==> src/sv/msspan_pkg.sv <==
package msspan_pkg;

  localparam int PRICE_W = 32;
  localparam int SPAN_W  = 32;

  typedef logic signed [PRICE_W-1:0] price_t;
  typedef logic [SPAN_W-1:0]         span_t;

  // one stack entry
  typedef struct packed {
    price_t value;
    span_t  span;
  } entry_t;

  // controller -> datapath
  typedef struct packed {
    logic load;   // latch accepted price, start span at one
    logic rd_en;  // read entry below the post-pop write pointer
    logic pop;    // drop top entry, add its span
    logic push;   // write new pair, hand result to output register
  } cmd_t;

  // datapath -> controller
  typedef struct packed {
    logic cnt_zero;
    logic cnt_one;
    logic top_le;    // top entry value <= current price
    logic out_free;  // output register can take a result this cycle
  } sts_t;

endpackage

==> src/sv/msspan_ctrl.sv <==
module msspan_ctrl (
  input  logic              clk,
  input  logic              rst_n,
  input  logic              in_valid,
  output logic              in_ready,
  input  msspan_pkg::sts_t  sts,
  output msspan_pkg::cmd_t  cmd
);

  localparam logic S_IDLE = 1'b0;
  localparam logic S_CMP  = 1'b1;

  logic state_r;
  logic state_nxt;
  logic do_pop;
  logic finish;

  assign in_ready = (state_r == S_IDLE);

  // last compare: stack empty, top is greater, or popping the only entry
  assign do_pop = !sts.cnt_zero && sts.top_le;
  assign finish = sts.cnt_zero || !sts.top_le || sts.cnt_one;

  always_comb begin
    cmd       = '0;
    state_nxt = state_r;
    case (state_r)
      S_IDLE: begin
        if (in_valid) begin
          cmd.load  = 1'b1;
          cmd.rd_en = 1'b1;
          state_nxt = S_CMP;
        end
      end
      S_CMP: begin
        if (!finish) begin
          cmd.pop   = 1'b1;
          cmd.rd_en = 1'b1;
        end else if (sts.out_free) begin
          cmd.pop   = do_pop;
          cmd.push  = 1'b1;
          state_nxt = S_IDLE;
        end
      end
      default: state_nxt = S_IDLE;
    endcase
  end

  always_ff @(posedge clk) begin
    if (!rst_n) begin
      state_r <= S_IDLE;
    end else begin
      state_r <= state_nxt;
    end
  end

endmodule

==> config.mk <==
export PLATFORM = sky130hd
export DESIGN_NAME = msspan_ctrl
export DESIGN_NICKNAME = d
export VERILOG_FILES = /design/src/sv/msspan_pkg.sv /design/src/sv/msspan_ctrl.sv
export SDC_FILE = /design/constraint.sdc
export NUM_CORES = 1
export LEC_CHECK = 0
export BUFFER_PORTS_ARGS = -buffer_cell sky130_fd_sc_hd__clkbuf_2
export CORE_AREA = 5 5 42 44
export DETAILED_ROUTE_END_ITERATION = 7
export DIE_AREA = 0 0 47 49
export GPL_ROUTABILITY_DRIVEN = 0
export PLACE_DENSITY = 0.35
export SLEW_MARGIN = 25
export SYNTH_ARGS = -nofsm -noshare
export SYNTH_HDL_FRONTEND = slang
export SYNTH_SLANG_ARGS = --single-unit
==> constraint.sdc <==
create_clock -name clk -period 1.9 [get_ports clk]
set_input_delay 0.095 -clock clk [delete_from_list [all_inputs] [get_ports clk]]
set_output_delay 0.095 -clock clk [all_outputs]
set_load 0.01 [all_outputs]
Word-level counts from Yosys, hierarchy flattened
Index checks and enable logic that the tools add are counted.
{ "totals": {"elab_cells": 19, "regBits": 1, "input_bits": 7, "output_inout_bits": 5} }
{ "op_classes": {"reduce_logical": 5, "bitwise_logic": 1, "muxes": 12} }
{ "op_table": {"columns": ["operator", "n"], "rows": [
  ["$mux W1", 7],
  ["$mux W2", 3],
  ["$pmux W1 S2", 2],
  ["$logic_not A1 Y1", 2],
  ["$logic_or A1 B1 Y1", 2],
  ["$logic_and A1 B1 Y1", 1],
  ["$not A1 Y1", 1]
]} }

Logic depth before layout (Yosys ltp)
Gate-level depths: netlist of the first run.
{ "logic_depth": {"word_depth": 5, "ltp_mapped": 2, "depth_no_buf": 2} }

Worst setup path after synthesis of the first run
No wires, ideal clock.
{ "synth_path": {"path_kind": "register to output", "startpoint": "register state_r", "endpoint": "output port cmd[2] (netlist bit)", "arrival_ps": 737, "n_path_buf": 0, "slack_ps": 1068, "stages_incl_launch_ff": 3, "required_time_ps": 1805, "cell_sequence": "dfxtp_1 nor2b_1 o21bai_1"} }
{ "synth_lines": {"columns": ["item", "line", "text"], "rows": [
  ["start, declared", "msspan_ctrl.sv:13", "logic state_r;"],
  ["start signal, assigned", "msspan_ctrl.sv:53", "state_r <= state_nxt;"],
  ["end, declared", "msspan_ctrl.sv:7", "output msspan_pkg::cmd_t cmd"]
]} }

==> flow_summary.html, run 1 <==
<table>
<tr><th>Metric</th><th>Value</th></tr>
<tr><th colspan="2">Detailed routing</th></tr>
<tr><td>Average vias per placed instance</td><td>3.184</td></tr>
<tr><td>Total routed wirelength</td><td>about 340 µm</td></tr>
<tr><td>First-pass iteration count of the detailed router</td><td>1</td></tr>
<tr><td>Post-route DRC violation count</td><td>0</td></tr>
<tr><td>Total vias in the final route</td><td>121</td></tr>
<tr><td>Detail Route Antenna Nets</td><td>0</td></tr>
<tr><td>Routed len/inst</td><td>8.921 µm</td></tr>
<tr><td>Initial drt markers</td><td>0</td></tr>
<tr><th colspan="2">Worst setup path</th></tr>
<tr><td>Worst Path Class, Setup</td><td>input pin to output port</td></tr>
<tr><td>Critical Path Fanout Max</td><td>2</td></tr>
<tr><td>Required time of the worst setup path</td><td>1.80 ns</td></tr>
<tr><td>Data arrival time at the worst-slack endpoint</td><td>0.89 ns</td></tr>
<tr><td>Crit. End Element</td><td>output port</td></tr>
<tr><td>CP startpoint kind</td><td>input pin</td></tr>
<tr><th colspan="2">Timing</th></tr>
<tr><td>Max-Slew Margin vs Limit</td><td>0.8914</td></tr>
<tr><td>Worst setup skew after layout</td><td>0 ns</td></tr>
<tr><td>Max Slew Vio Count</td><td>0</td></tr>
<tr><td>Portion of the clock cycle consumed by the worst path in the final layout</td><td>0.5169</td></tr>
<tr><td>Total count of hold-check failures in the final report</td><td>0</td></tr>
<tr><td>Fin crit period</td><td>0.9822 ns</td></tr>
<tr><td>Final setup fails</td><td>0</td></tr>
<tr><td>F_max</td><td>1018 MHz</td></tr>
<tr><td>Unrepaired setup endpoints after global routing</td><td>false</td></tr>
<tr><td>Actual transition at the worst max-transition pin</td><td>0.1627 ns</td></tr>
<tr><td>Worst hold slack</td><td>0.3382 ns</td></tr>
<tr><td>Total Negative Setup Slacks</td><td>0 ns</td></tr>
<tr><th colspan="2">Status</th></tr>
<tr><td>Status</td><td>completed</td></tr>
<tr><th colspan="2">Global route</th></tr>
<tr><td>Antenna violations before repair</td><td>0</td></tr>
<tr><td>Overflow left after global routing</td><td>0</td></tr>
<tr><td>Pin count of the biggest net entering global routing</td><td>7</td></tr>
<tr><td>Wire length of the first global-routing pass</td><td>roughly 550 µm</td></tr>
<tr><td>Overall fraction of global-route tracks in use</td><td>0.03092</td></tr>
<tr><td>Number of global-route vias before repair</td><td>134</td></tr>
<tr><th colspan="2">Layout</th></tr>
<tr><td>Number of nets in the layout</td><td>31</td></tr>
<tr><td>Number of cells in the finished layout apart from fillers</td><td>38</td></tr>
<tr><td>Finished Cell Area</td><td>155.1 µm²</td></tr>
<tr><td>Antenna cell count</td><td>0</td></tr>
<tr><td>FILL cells</td><td>173</td></tr>
<tr><td>Register containing the most flip-flops in the final layout</td><td>state_r</td></tr>
<tr><td>Multi-input combinational cell area</td><td>~53 µm²</td></tr>
<tr><td>Largest register FFs</td><td>1</td></tr>
<tr><td>Layout cells sized above 1</td><td>0.5000</td></tr>
<tr><td>Layout overhead on the synthesized area</td><td>93.75%</td></tr>
<tr><td>Largest regs</td><td>state_r x1</td></tr>
<tr><td>Sequential cell area in the final layout</td><td>20.02 µm²</td></tr>
<tr><th colspan="2">Synthesis</th></tr>
<tr><td>Gate count of the mapped netlist</td><td>11</td></tr>
<tr><td>Post-Synthesis Mean Instance Area</td><td>7.280 µm²</td></tr>
<tr><td>Synth cell types</td><td>10</td></tr>
<tr><td>Post-synthesis instance area</td><td>between 80 and 90 µm²</td></tr>
<tr><td>Share of synthesized area occupied by flip-flops and latches</td><td>0.2500</td></tr>
<tr><td>Yosys warns</td><td>0</td></tr>
<tr><td>Seq cells post-synth</td><td>1</td></tr>
<tr><td>Syn Nets</td><td>18</td></tr>
<tr><th colspan="2">Floorplan</th></tr>
<tr><td>Area of the placeable core</td><td>1401 µm²</td></tr>
<tr><td>Row Count</td><td>14</td></tr>
<tr><td>Die Y</td><td>between 40 and 50 µm</td></tr>
<tr><td>Die footprint</td><td>2303 µm²</td></tr>
<tr><td>Top-level port count</td><td>12</td></tr>
<tr><td>Horizontal die dimension</td><td>47 µm</td></tr>
<tr><td>Starting Density</td><td>0.05714</td></tr>
<tr><th colspan="2">Place</th></tr>
<tr><td>PortBufs</td><td>11</td></tr>
<tr><td>Dpl cells</td><td>38</td></tr>
<tr><td>Area after detailed placement</td><td>155.1 µm²</td></tr>
<tr><td>HPWL after detailed placement</td><td>roughly 320 µm</td></tr>
<tr><th colspan="2">Clocking</th></tr>
<tr><td>Clk pin slew, worst setup/hold paths</td><td>0 ns</td></tr>
<tr><td>CTS resizes</td><td>0</td></tr>
<tr><td>CTS hold repair buffers</td><td>0</td></tr>
<tr><td>Setup bufs post-CTS</td><td>0</td></tr>
<tr><td>Clock Latency Late Sink</td><td>0 ns</td></tr>
<tr><th colspan="2">Min path</th></tr>
<tr><td>HP Class</td><td>input pin to register</td></tr>
<tr><th colspan="2">Pwr</th></tr>
<tr><td>Worst vdd rail ir drop</td><td>0.1170 mV</td></tr>
<tr><td>Total power density per cell area</td><td>336.1 nW/µm²</td></tr>
<tr><td>Reported leakage power</td><td>0.00008196 µW</td></tr>
<tr><th colspan="2">Job</th></tr>
<tr><td>Max-capacitance violation count</td><td>0</td></tr>
</table>
[where the power goes]
| group | switching [µW] | internal (µW) |
|---|---|---|
| Sequential | 2.16 | 23.2 |
| Combinational | 13.3 | 13.5 |
| Clock | 0 | 0 |
[metal layers]
layer | up-vias | global-route usage | part of all wire
li1 | 62 | - | -
met1 | 47 | 0.05677 | 0.60
met2 | 12 | 0.03620 | 0.21
met3 | 0 | 0.007380 | 0.20
met4 | 0 | 0 | 0
met5 | - | 0 | 0
[layout make-up]
| type | instances | area share |
|---|---|---|
| Timing Repair Buffer | 11 | 0.3548 |
| Multi-Input combinational cell | 8 | 0.3387 |
| Sequential cell | 1 | 0.1290 |
| Tap cell | 16 | 0.1290 |
| Inverter | 2 | 0.04839 |
[cell families (layout without fill, tap and decap cells)]
family | count (synthesis) | count (layout) | synth area share
flops | 1 | 1 | 0.2500
compound gates | 4 | 4 | 0.2968
simple gates | 4 | 4 | 0.3595
buf+inv | 2 | 13 | 0.09378
[synth_stat cells]
cell type                  number  area, µm²
sky130_fd_sc_hd__dfxtp_1        1      20.02
sky130_fd_sc_hd__a31oi_1        1      6.260
sky130_fd_sc_hd__and3_1         1      6.260
sky130_fd_sc_hd__a21oi_1        1      5.000
sky130_fd_sc_hd__inv_1          2      7.510
sky130_fd_sc_hd__or3b_1         1      8.760
sky130_fd_sc_hd__o21ai_0        1      5.000
sky130_fd_sc_hd__o21bai_1       1      7.510
sky130_fd_sc_hd__nor2b_1        1      6.260
sky130_fd_sc_hd__nand3b_1       1      7.510
[layout by cell type (no fill, tap or decap)]
cell type                   n
sky130_fd_sc_hd__nor2b_1    1
sky130_fd_sc_hd__a31oi_1    1
sky130_fd_sc_hd__or3b_1     1
sky130_fd_sc_hd__o21ai_0    1
sky130_fd_sc_hd__dfxtp_1    1
sky130_fd_sc_hd__and3_1     1
sky130_fd_sc_hd__clkbuf_2  11
sky130_fd_sc_hd__a21oi_1    1
sky130_fd_sc_hd__inv_1      2
sky130_fd_sc_hd__nand3b_1   1
sky130_fd_sc_hd__o21bai_1   1
[per-stage QoR]
step | util | power (µW) | setup slack, ns
floorplan | - | 36.54 | 1.068
global placement | 0.1107 | 52.90 | 0.9144
detailed placement | 0.1107 | 52.81 | 0.9136
CTS | 0.1107 | 52.93 | 0.9136
global route | 0.1107 | 56.41 | 0.8728
finish | 0.1107 | 52.15 | 0.9178
[final timing paths]
| check | start | end | slack [ns] | cells after the start |
|---|---|---|---|---|
| min reg2reg | state_r | state_r | 0.51 | 1 |
| max | sts[3] | cmd[0] | 0.92 | 4 |
| min | sts[0] | state_r | 0.34 | 2 |
| max reg2reg | state_r | state_r | 1.19 | 2 |
[critical path: stages]
cell	delay [ns]
sky130_fd_sc_hd__clkbuf_2	0.09
sky130_fd_sc_hd__or3b_1	0.39
sky130_fd_sc_hd__and3_1	0.19
sky130_fd_sc_hd__clkbuf_2	0.13
Power figures use the tool's default switching activity.
==> run 2: changes to the inputs <==
Clock period 1.9 ns to 1 ns, I/O delays scaled along.
==> run 2 against run 1 <==
- total power rose by 91%
- flip-flop and latch count did not move
- clock skew did not move
- critical endpoint unchanged
- largest cell class unchanged
==> flow_summary.html, run 2 (synthesis gave the netlist of run 1 again) <==
<table>
<tr><th>Metric</th><th>Value</th></tr>
<tr><th colspan="2">Min path</th></tr>
<tr><td>Hold Path Stages</td><td>3 (+1)</td></tr>
<tr><td>Min-Delay Endpoint</td><td>state_r</td></tr>
<tr><td>HP Class</td><td>input pin to register</td></tr>
<tr><td>Hold Startpoint</td><td>rst_n</td></tr>
<tr><th colspan="2">Global route</th></tr>
<tr><td>Number of global-route vias before repair</td><td>121 (-9.7%)</td></tr>
<tr><td>Pin count of the biggest net entering global routing</td><td>7 (unchanged)</td></tr>
<tr><td>Antenna violations before repair</td><td>0 (unchanged)</td></tr>
<tr><td>Overflow left after global routing</td><td>0 (unchanged)</td></tr>
<tr><td>Overall fraction of global-route tracks in use</td><td>0.02669 (-0.004235)</td></tr>
<tr><td>Wire length of the first global-routing pass</td><td>489 µm (-11%)</td></tr>
<tr><th colspan="2">Worst setup path</th></tr>
<tr><td>Reg-to-Reg Start</td><td>state_r</td></tr>
<tr><td>Crit. End Element</td><td>output port</td></tr>
<tr><td>Worst Path Class, Setup</td><td>input pin to output port</td></tr>
<tr><td>Number of cells traversed by the worst register-to-register path</td><td>2 (unchanged)</td></tr>
<tr><td>Critical Path Fanout Max</td><td>3 (+1)</td></tr>
<tr><td>Required time of the worst setup path</td><td>0.95 ns (-0.85 ns)</td></tr>
<tr><td>Capturing point of the worst reg2reg path</td><td>state_r</td></tr>
<tr><td>Data arrival time at the worst-slack endpoint</td><td>0.83 ns (-0.06 ns)</td></tr>
<tr><td>Slack of the worst reg-to-reg path</td><td>0.29 ns (-0.90 ns)</td></tr>
<tr><td>CP startpoint kind</td><td>input pin</td></tr>
<tr><th colspan="2">Timing</th></tr>
<tr><td>Worst setup skew after layout</td><td>0 ns (unchanged)</td></tr>
<tr><td>Fin crit period</td><td>0.8814 ns</td></tr>
<tr><td>Worst Slack Setup Final</td><td>0.1186 ns (-0.7992 ns)</td></tr>
<tr><td>Max Slew Vio Count</td><td>0 (unchanged)</td></tr>
<tr><td>Actual transition at the worst max-transition pin</td><td>0.1744 ns (+0.01169 ns)</td></tr>
<tr><td>Unrepaired setup endpoints after global routing</td><td>false</td></tr>
<tr><td>Max-Slew Margin vs Limit</td><td>0.8836 (-0.007803)</td></tr>
<tr><td>Final setup fails</td><td>0 (unchanged)</td></tr>
<tr><td>Portion of the clock cycle consumed by the worst path in the final layout</td><td>0.8814</td></tr>
<tr><td>F_max</td><td>between 1000 and 1500 MHz</td></tr>
<tr><td>Total Negative Setup Slacks</td><td>0 ns (unchanged)</td></tr>
<tr><td>Total count of hold-check failures in the final report</td><td>0 (unchanged)</td></tr>
<tr><th colspan="2">Clocking</th></tr>
<tr><td>Clk pin slew, worst setup/hold paths</td><td>0 ns (unchanged)</td></tr>
<tr><td>CTS hold repair buffers</td><td>0 (unchanged)</td></tr>
<tr><td>Clock Latency Late Sink</td><td>0 ns (unchanged)</td></tr>
<tr><td>Setup bufs post-CTS</td><td>0 (unchanged)</td></tr>
<tr><td>CTS resizes</td><td>0 (unchanged)</td></tr>
<tr><th colspan="2">Detailed routing</th></tr>
<tr><td>Routed len/inst</td><td>8.947 µm (+0.29%)</td></tr>
<tr><td>First-pass iteration count of the detailed router</td><td>1 (unchanged)</td></tr>
<tr><td>Post-route DRC violation count</td><td>0 (unchanged)</td></tr>
<tr><td>Total routed wirelength</td><td>340 µm (+0.29%)</td></tr>
<tr><td>Total vias in the final route</td><td>115 (-5.0%)</td></tr>
<tr><td>Detail Route Antenna Nets</td><td>0 (unchanged)</td></tr>
<tr><td>Initial drt markers</td><td>0 (unchanged)</td></tr>
<tr><td>Average vias per placed instance</td><td>3.026 (-5.0%)</td></tr>
<tr><th colspan="2">Layout</th></tr>
<tr><td>Largest regs</td><td>state_r x1</td></tr>
<tr><td>Register containing the most flip-flops in the final layout</td><td>state_r</td></tr>
<tr><td>Layout overhead on the synthesized area</td><td>93.75% (unchanged)</td></tr>
<tr><td>Number of nets in the layout</td><td>31 (unchanged)</td></tr>
<tr><td>Layout cells sized above 1</td><td>0.5000 (unchanged)</td></tr>
<tr><td>Commonest cells after routing, fill and taps aside</td><td>sky130_fd_sc_hd__clkbuf_2 (11), sky130_fd_sc_hd__inv_1 (2)</td></tr>
<tr><td>Antenna cell count</td><td>0 (unchanged)</td></tr>
<tr><td>Largest register FFs</td><td>1 (unchanged)</td></tr>
<tr><td>Most common cell after layout, fill and taps aside</td><td>sky130_fd_sc_hd__clkbuf_2</td></tr>
<tr><th colspan="2">Place</th></tr>
<tr><td>PortBufs</td><td>11 (unchanged)</td></tr>
<tr><td>HPWL after detailed placement</td><td>314.1 µm (-3.1%)</td></tr>
<tr><td>Place WS</td><td>0.1081 ns (-0.8056 ns)</td></tr>
<tr><th colspan="2">Floorplan</th></tr>
<tr><td>Starting Density</td><td>0.05714 (unchanged)</td></tr>
<tr><td>Die footprint</td><td>2303 µm² (unchanged)</td></tr>
<tr><td>Horizontal die dimension</td><td>47 µm (unchanged)</td></tr>
<tr><td>Top-level port count</td><td>12 (unchanged)</td></tr>
<tr><td>Area of the placeable core</td><td>1401 µm² (unchanged)</td></tr>
<tr><td>Row Count</td><td>14 (unchanged)</td></tr>
<tr><td>Die Y</td><td>49 µm (unchanged)</td></tr>
<tr><th colspan="2">Pwr</th></tr>
<tr><td>Worst vdd rail ir drop</td><td>0.2738 mV (+130%)</td></tr>
<tr><td>Reported leakage power</td><td>0.00008196 µW (unchanged)</td></tr>
<tr><td>Total power density per cell area</td><td>640.7 nW/µm² (+91%)</td></tr>
<tr><th colspan="2">Status</th></tr>
<tr><td>Status</td><td>completed</td></tr>
<tr><th colspan="2">Job</th></tr>
<tr><td>Max-capacitance violation count</td><td>0 (unchanged)</td></tr>
</table>
==> run 2: cell counts in the layout (fill, tap and decap cells not counted) <==
No cell type changed its count.
==> run 2: how the worst max path moves through the flow <==
stage,from,end,slack [ns],depth (start not counted)
2_1_floorplan,state_r,cmd[2],0.21,2
3_3_place_gp,sts[2],cmd[0],0.1,4
3_5_place_dp,sts[2],cmd[0],0.11,4
4_1_cts,sts[2],cmd[0],0.11,4
5_1_grt,sts[3],cmd[0],0.07,4
6_report,sts[2],cmd[0],0.12,4
==> run 2: area by class of cell <==
type,count,area [µm²]
multi-input combinational,8,52.55
fill,170,1246
timing repair buffer,11,55.05
sequential,1,20.02
inverter,2,7.507
tap,16,20.02
==> run 2: routing by layer <==
metal / vias to the layer above / wire length (µm) / GRT usage
met5: - / 0 / 0
met3: 0 / 44 / 0.003690
li1: 62 / - / -
met2: 12 / 63 / 0.02036
met1: 41 / 232 / 0.06100
met4: 0 / 0 / 0
==> run 2: through the flow <==
| stage | instance area [µm²] | util | power (µW) | hold WS, ns | std cells |
|---|---|---|---|---|---|
| floorplan | 80.08 | - | 69.42 | 0.1573 | 11 |
| global placement | 155.1 | 0.1107 | 101.1 | 0.2982 | 38 |
| detailed placement | 155.1 | 0.1107 | 99.95 | 0.2853 | 38 |
| CTS | 155.1 | 0.1107 | 100.1 | 0.2860 | 38 |
| global route | 155.1 | 0.1107 | 106.2 | 0.3132 | 38 |
| finish | 155.1 | 0.1107 | 99.40 | 0.2844 | 38 |
==> run 2: critical path, cell delays in order <==
cell,delay [ns]
sky130_fd_sc_hd__clkbuf_2,0.10
sky130_fd_sc_hd__or3b_1,0.36
sky130_fd_sc_hd__and3_1,0.19
sky130_fd_sc_hd__clkbuf_2,0.12
==> run 2: power by group <==
group	leakage (µW)	switching (µW)	internal, µW	total (µW)
combinational	0.0000736	25.3	25.6	50.9
sequential	0.00000836	4.42	44.1	48.5
clock	0	0	0	0
total	0.0000820	29.7	69.6	99.4
==> run 3: changes to the inputs <==
Settings changed: RECOVER_POWER set to 25.
==> run 3 against run 2 <==
- hold slack unchanged
- via count unchanged
- routed wire length decreased by 0.29%
- flip-flop and latch count unchanged
- critical path depth unchanged
- register-to-register slack about the same
- combinational power decreased by 2%
==> flow_summary.html, run 3 (synthesis gave the netlist of run 1 again) <==
<table>
<tr><th>Metric</th><th>Value</th></tr>
<tr><th colspan="2">Floorplan</th></tr>
<tr><td>Die Y</td><td>49 µm (unchanged)</td></tr>
<tr><td>Starting Density</td><td>0.05714 (unchanged)</td></tr>
<tr><td>Top-level port count</td><td>12 (unchanged)</td></tr>
<tr><td>Row Count</td><td>14 (unchanged)</td></tr>
<tr><td>Die footprint</td><td>2303 µm² (unchanged)</td></tr>
<tr><td>Horizontal die dimension</td><td>47 µm (unchanged)</td></tr>
<tr><td>Area of the placeable core</td><td>1401 µm² (unchanged)</td></tr>
<tr><th colspan="2">Detailed routing</th></tr>
<tr><td>Total routed wirelength</td><td>339 µm (-0.29%)</td></tr>
<tr><td>Routed len/inst</td><td>8.921 µm (-0.29%)</td></tr>
<tr><td>First-pass iteration count of the detailed router</td><td>1 (unchanged)</td></tr>
<tr><td>Detail Route Antenna Nets</td><td>0 (unchanged)</td></tr>
<tr><td>Total vias in the final route</td><td>115 (unchanged)</td></tr>
<tr><td>Average vias per placed instance</td><td>3.026 (unchanged)</td></tr>
<tr><td>Post-route DRC violation count</td><td>0 (unchanged)</td></tr>
<tr><td>Initial drt markers</td><td>0 (unchanged)</td></tr>
<tr><th colspan="2">Worst setup path</th></tr>
<tr><td>CP startpoint kind</td><td>input pin</td></tr>
<tr><td>Most frequent cell on the critical path</td><td>sky130_fd_sc_hd__clkbuf_2</td></tr>
<tr><td>Critical-path cell list</td><td>clkbuf_2 &gt; or3b_1 &gt; and3_1 &gt; clkbuf_2</td></tr>
<tr><td>Crit. End Element</td><td>output port</td></tr>
<tr><td>Required time of the worst setup path</td><td>0.95 ns (about the same)</td></tr>
<tr><td>Standard cell with the maximum stage delay on the critical path</td><td>sky130_fd_sc_hd__or3b_1</td></tr>
<tr><td>Worst Path Class, Setup</td><td>input pin to output port</td></tr>
<tr><td>Critical Path Fanout Max</td><td>3 (unchanged)</td></tr>
<tr><td>Slack of the worst reg-to-reg path</td><td>0.29 ns (about the same)</td></tr>
<tr><td>Data arrival time at the worst-slack endpoint</td><td>0.83 ns (about the same)</td></tr>
<tr><td>Largest stage delay on the critical path</td><td>0.36 ns (about the same)</td></tr>
<tr><th colspan="2">Layout</th></tr>
<tr><td>FILL cells</td><td>170 (unchanged)</td></tr>
<tr><td>Most common cell after layout, fill and taps aside</td><td>sky130_fd_sc_hd__clkbuf_2</td></tr>
<tr><td>Layout overhead on the synthesized area</td><td>92.19%</td></tr>
<tr><td>Commonest cells after routing, fill and taps aside</td><td>sky130_fd_sc_hd__clkbuf_2 (10), sky130_fd_sc_hd__inv_1 (2)</td></tr>
<tr><td>Antenna cell count</td><td>0 (unchanged)</td></tr>
<tr><td>Sequential cell area in the final layout</td><td>20.02 µm² (unchanged)</td></tr>
<tr><td>Layout Utilization</td><td>0.1098 (-0.0008930)</td></tr>
<tr><td>Multi-input combinational cell area</td><td>52.55 µm² (unchanged)</td></tr>
<tr><td>Largest register FFs</td><td>1 (unchanged)</td></tr>
<tr><td>Largest regs</td><td>state_r x1</td></tr>
<tr><td>Number of nets in the layout</td><td>31 (unchanged)</td></tr>
<tr><td>Register containing the most flip-flops in the final layout</td><td>state_r</td></tr>
<tr><td>Layout cells sized above 1</td><td>0.4545 (-0.04545)</td></tr>
<tr><th colspan="2">Timing</th></tr>
<tr><td>Worst setup skew after layout</td><td>0 ns (unchanged)</td></tr>
<tr><td>Final setup fails</td><td>0 (unchanged)</td></tr>
<tr><td>F_max</td><td>1135 MHz (unchanged)</td></tr>
<tr><td>Total count of hold-check failures in the final report</td><td>0 (unchanged)</td></tr>
<tr><td>Portion of the clock cycle consumed by the worst path in the final layout</td><td>0.8814 (unchanged)</td></tr>
<tr><td>Fin crit period</td><td>0.8814 ns (unchanged)</td></tr>
<tr><td>Unrepaired setup endpoints after global routing</td><td>false</td></tr>
<tr><td>Max Slew Vio Count</td><td>0 (unchanged)</td></tr>
<tr><td>Total Negative Setup Slacks</td><td>0 ns (unchanged)</td></tr>
<tr><td>Max-Slew Margin vs Limit</td><td>0.8836 (unchanged)</td></tr>
<tr><td>Actual transition at the worst max-transition pin</td><td>0.1744 ns (unchanged)</td></tr>
<tr><th colspan="2">Global route</th></tr>
<tr><td>Pin count of the biggest net entering global routing</td><td>7 (unchanged)</td></tr>
<tr><td>Antenna violations before repair</td><td>0 (unchanged)</td></tr>
<tr><td>Number of global-route vias before repair</td><td>121 (unchanged)</td></tr>
<tr><td>Wire length of the first global-routing pass</td><td>489 µm (unchanged)</td></tr>
<tr><td>Overall fraction of global-route tracks in use</td><td>0.02669 (unchanged)</td></tr>
<tr><td>Overflow left after global routing</td><td>0 (unchanged)</td></tr>
<tr><th colspan="2">Job</th></tr>
<tr><td>Max-capacitance violation count</td><td>0 (unchanged)</td></tr>
<tr><th colspan="2">Place</th></tr>
<tr><td>HPWL after detailed placement</td><td>314.1 µm (unchanged)</td></tr>
<tr><td>PortBufs</td><td>11 (unchanged)</td></tr>
<tr><th colspan="2">Clocking</th></tr>
<tr><td>Clk pin slew, worst setup/hold paths</td><td>0 ns (unchanged)</td></tr>
<tr><td>Setup bufs post-CTS</td><td>0 (unchanged)</td></tr>
<tr><td>CTS resizes</td><td>0 (unchanged)</td></tr>
<tr><td>Clock Latency Late Sink</td><td>0 ns (unchanged)</td></tr>
<tr><td>CTS hold repair buffers</td><td>0 (unchanged)</td></tr>
<tr><th colspan="2">Status</th></tr>
<tr><td>Status</td><td>completed</td></tr>
<tr><th colspan="2">Min path</th></tr>
<tr><td>HP Class</td><td>input pin to register</td></tr>
<tr><th colspan="2">Pwr</th></tr>
<tr><td>Total power density per cell area</td><td>639.7 nW/µm² (-0.15%)</td></tr>
<tr><td>Worst vdd rail ir drop</td><td>0.2735 mV (about the same)</td></tr>
<tr><td>Reported leakage power</td><td>0.00007920 µW (-3.4%)</td></tr>
</table>
run 3: cell counts in the layout (fill, tap and decap cells not counted):
No cell type changed its count.
run 3: path summary, 6_finish.rpt:
kind / cells after the start / start / to
worst max-delay path: 4 / sts[2] / cmd[0]
worst min-delay path: 3 / rst_n / state_r
worst max register to register: 2 / state_r / state_r
worst min register to register: 1 / state_r / state_r
run 3: stage by stage:
step | power (µW) | std cells | instance area (µm²) | hold WS [ns] | worst slack (ns)
6_report | 98.44 | 38 | 153.9 | 0.2844 | 0.1186
5_1_grt | 105.4 | 38 | 153.9 | 0.3132 | 0.06699
4_1_cts | 100.1 | 38 | 155.1 | 0.2860 | 0.1075
3_5_place_dp | 99.95 | 38 | 155.1 | 0.2853 | 0.1081
3_3_place_gp | 101.1 | 38 | 155.1 | 0.2982 | 0.09965
2_1_floorplan | 69.42 | 11 | 80.08 | 0.1573 | 0.2131
run 3: worst max-delay path: cells and delay by family:
family,cells,cell delay [ns]
and+or+nand+nor,2,0.55
buffers and inverters,2,0.22
run 3: where the power goes:
part	internal [µW]	switching (µW)	total, µW
Combinational	24.7	25.2	49.9
Sequential	44.1	4.42	48.5
Clock	0	0	0
Total	68.8	29.6	98.4
run 3: layout make-up:
cell class	instances	share of cell area
repair buffers	11	0.3496
well taps	16	0.1301
multi-input cells	8	0.3415
flip-flops and latches	1	0.1301
inverters	2	0.04878
run 3: per-layer routing:
| layer | wire [µm] | global-route usage | vias up |
|---|---|---|---|
| met4 | 0 | 0 | 0 |
| met1 | 231 | 0.06100 | 41 |
| li1 | - | - | 62 |
| met2 | 63 | 0.02036 | 12 |
| met3 | 44 | 0.003690 | 0 |
| met5 | 0 | 0 | - |
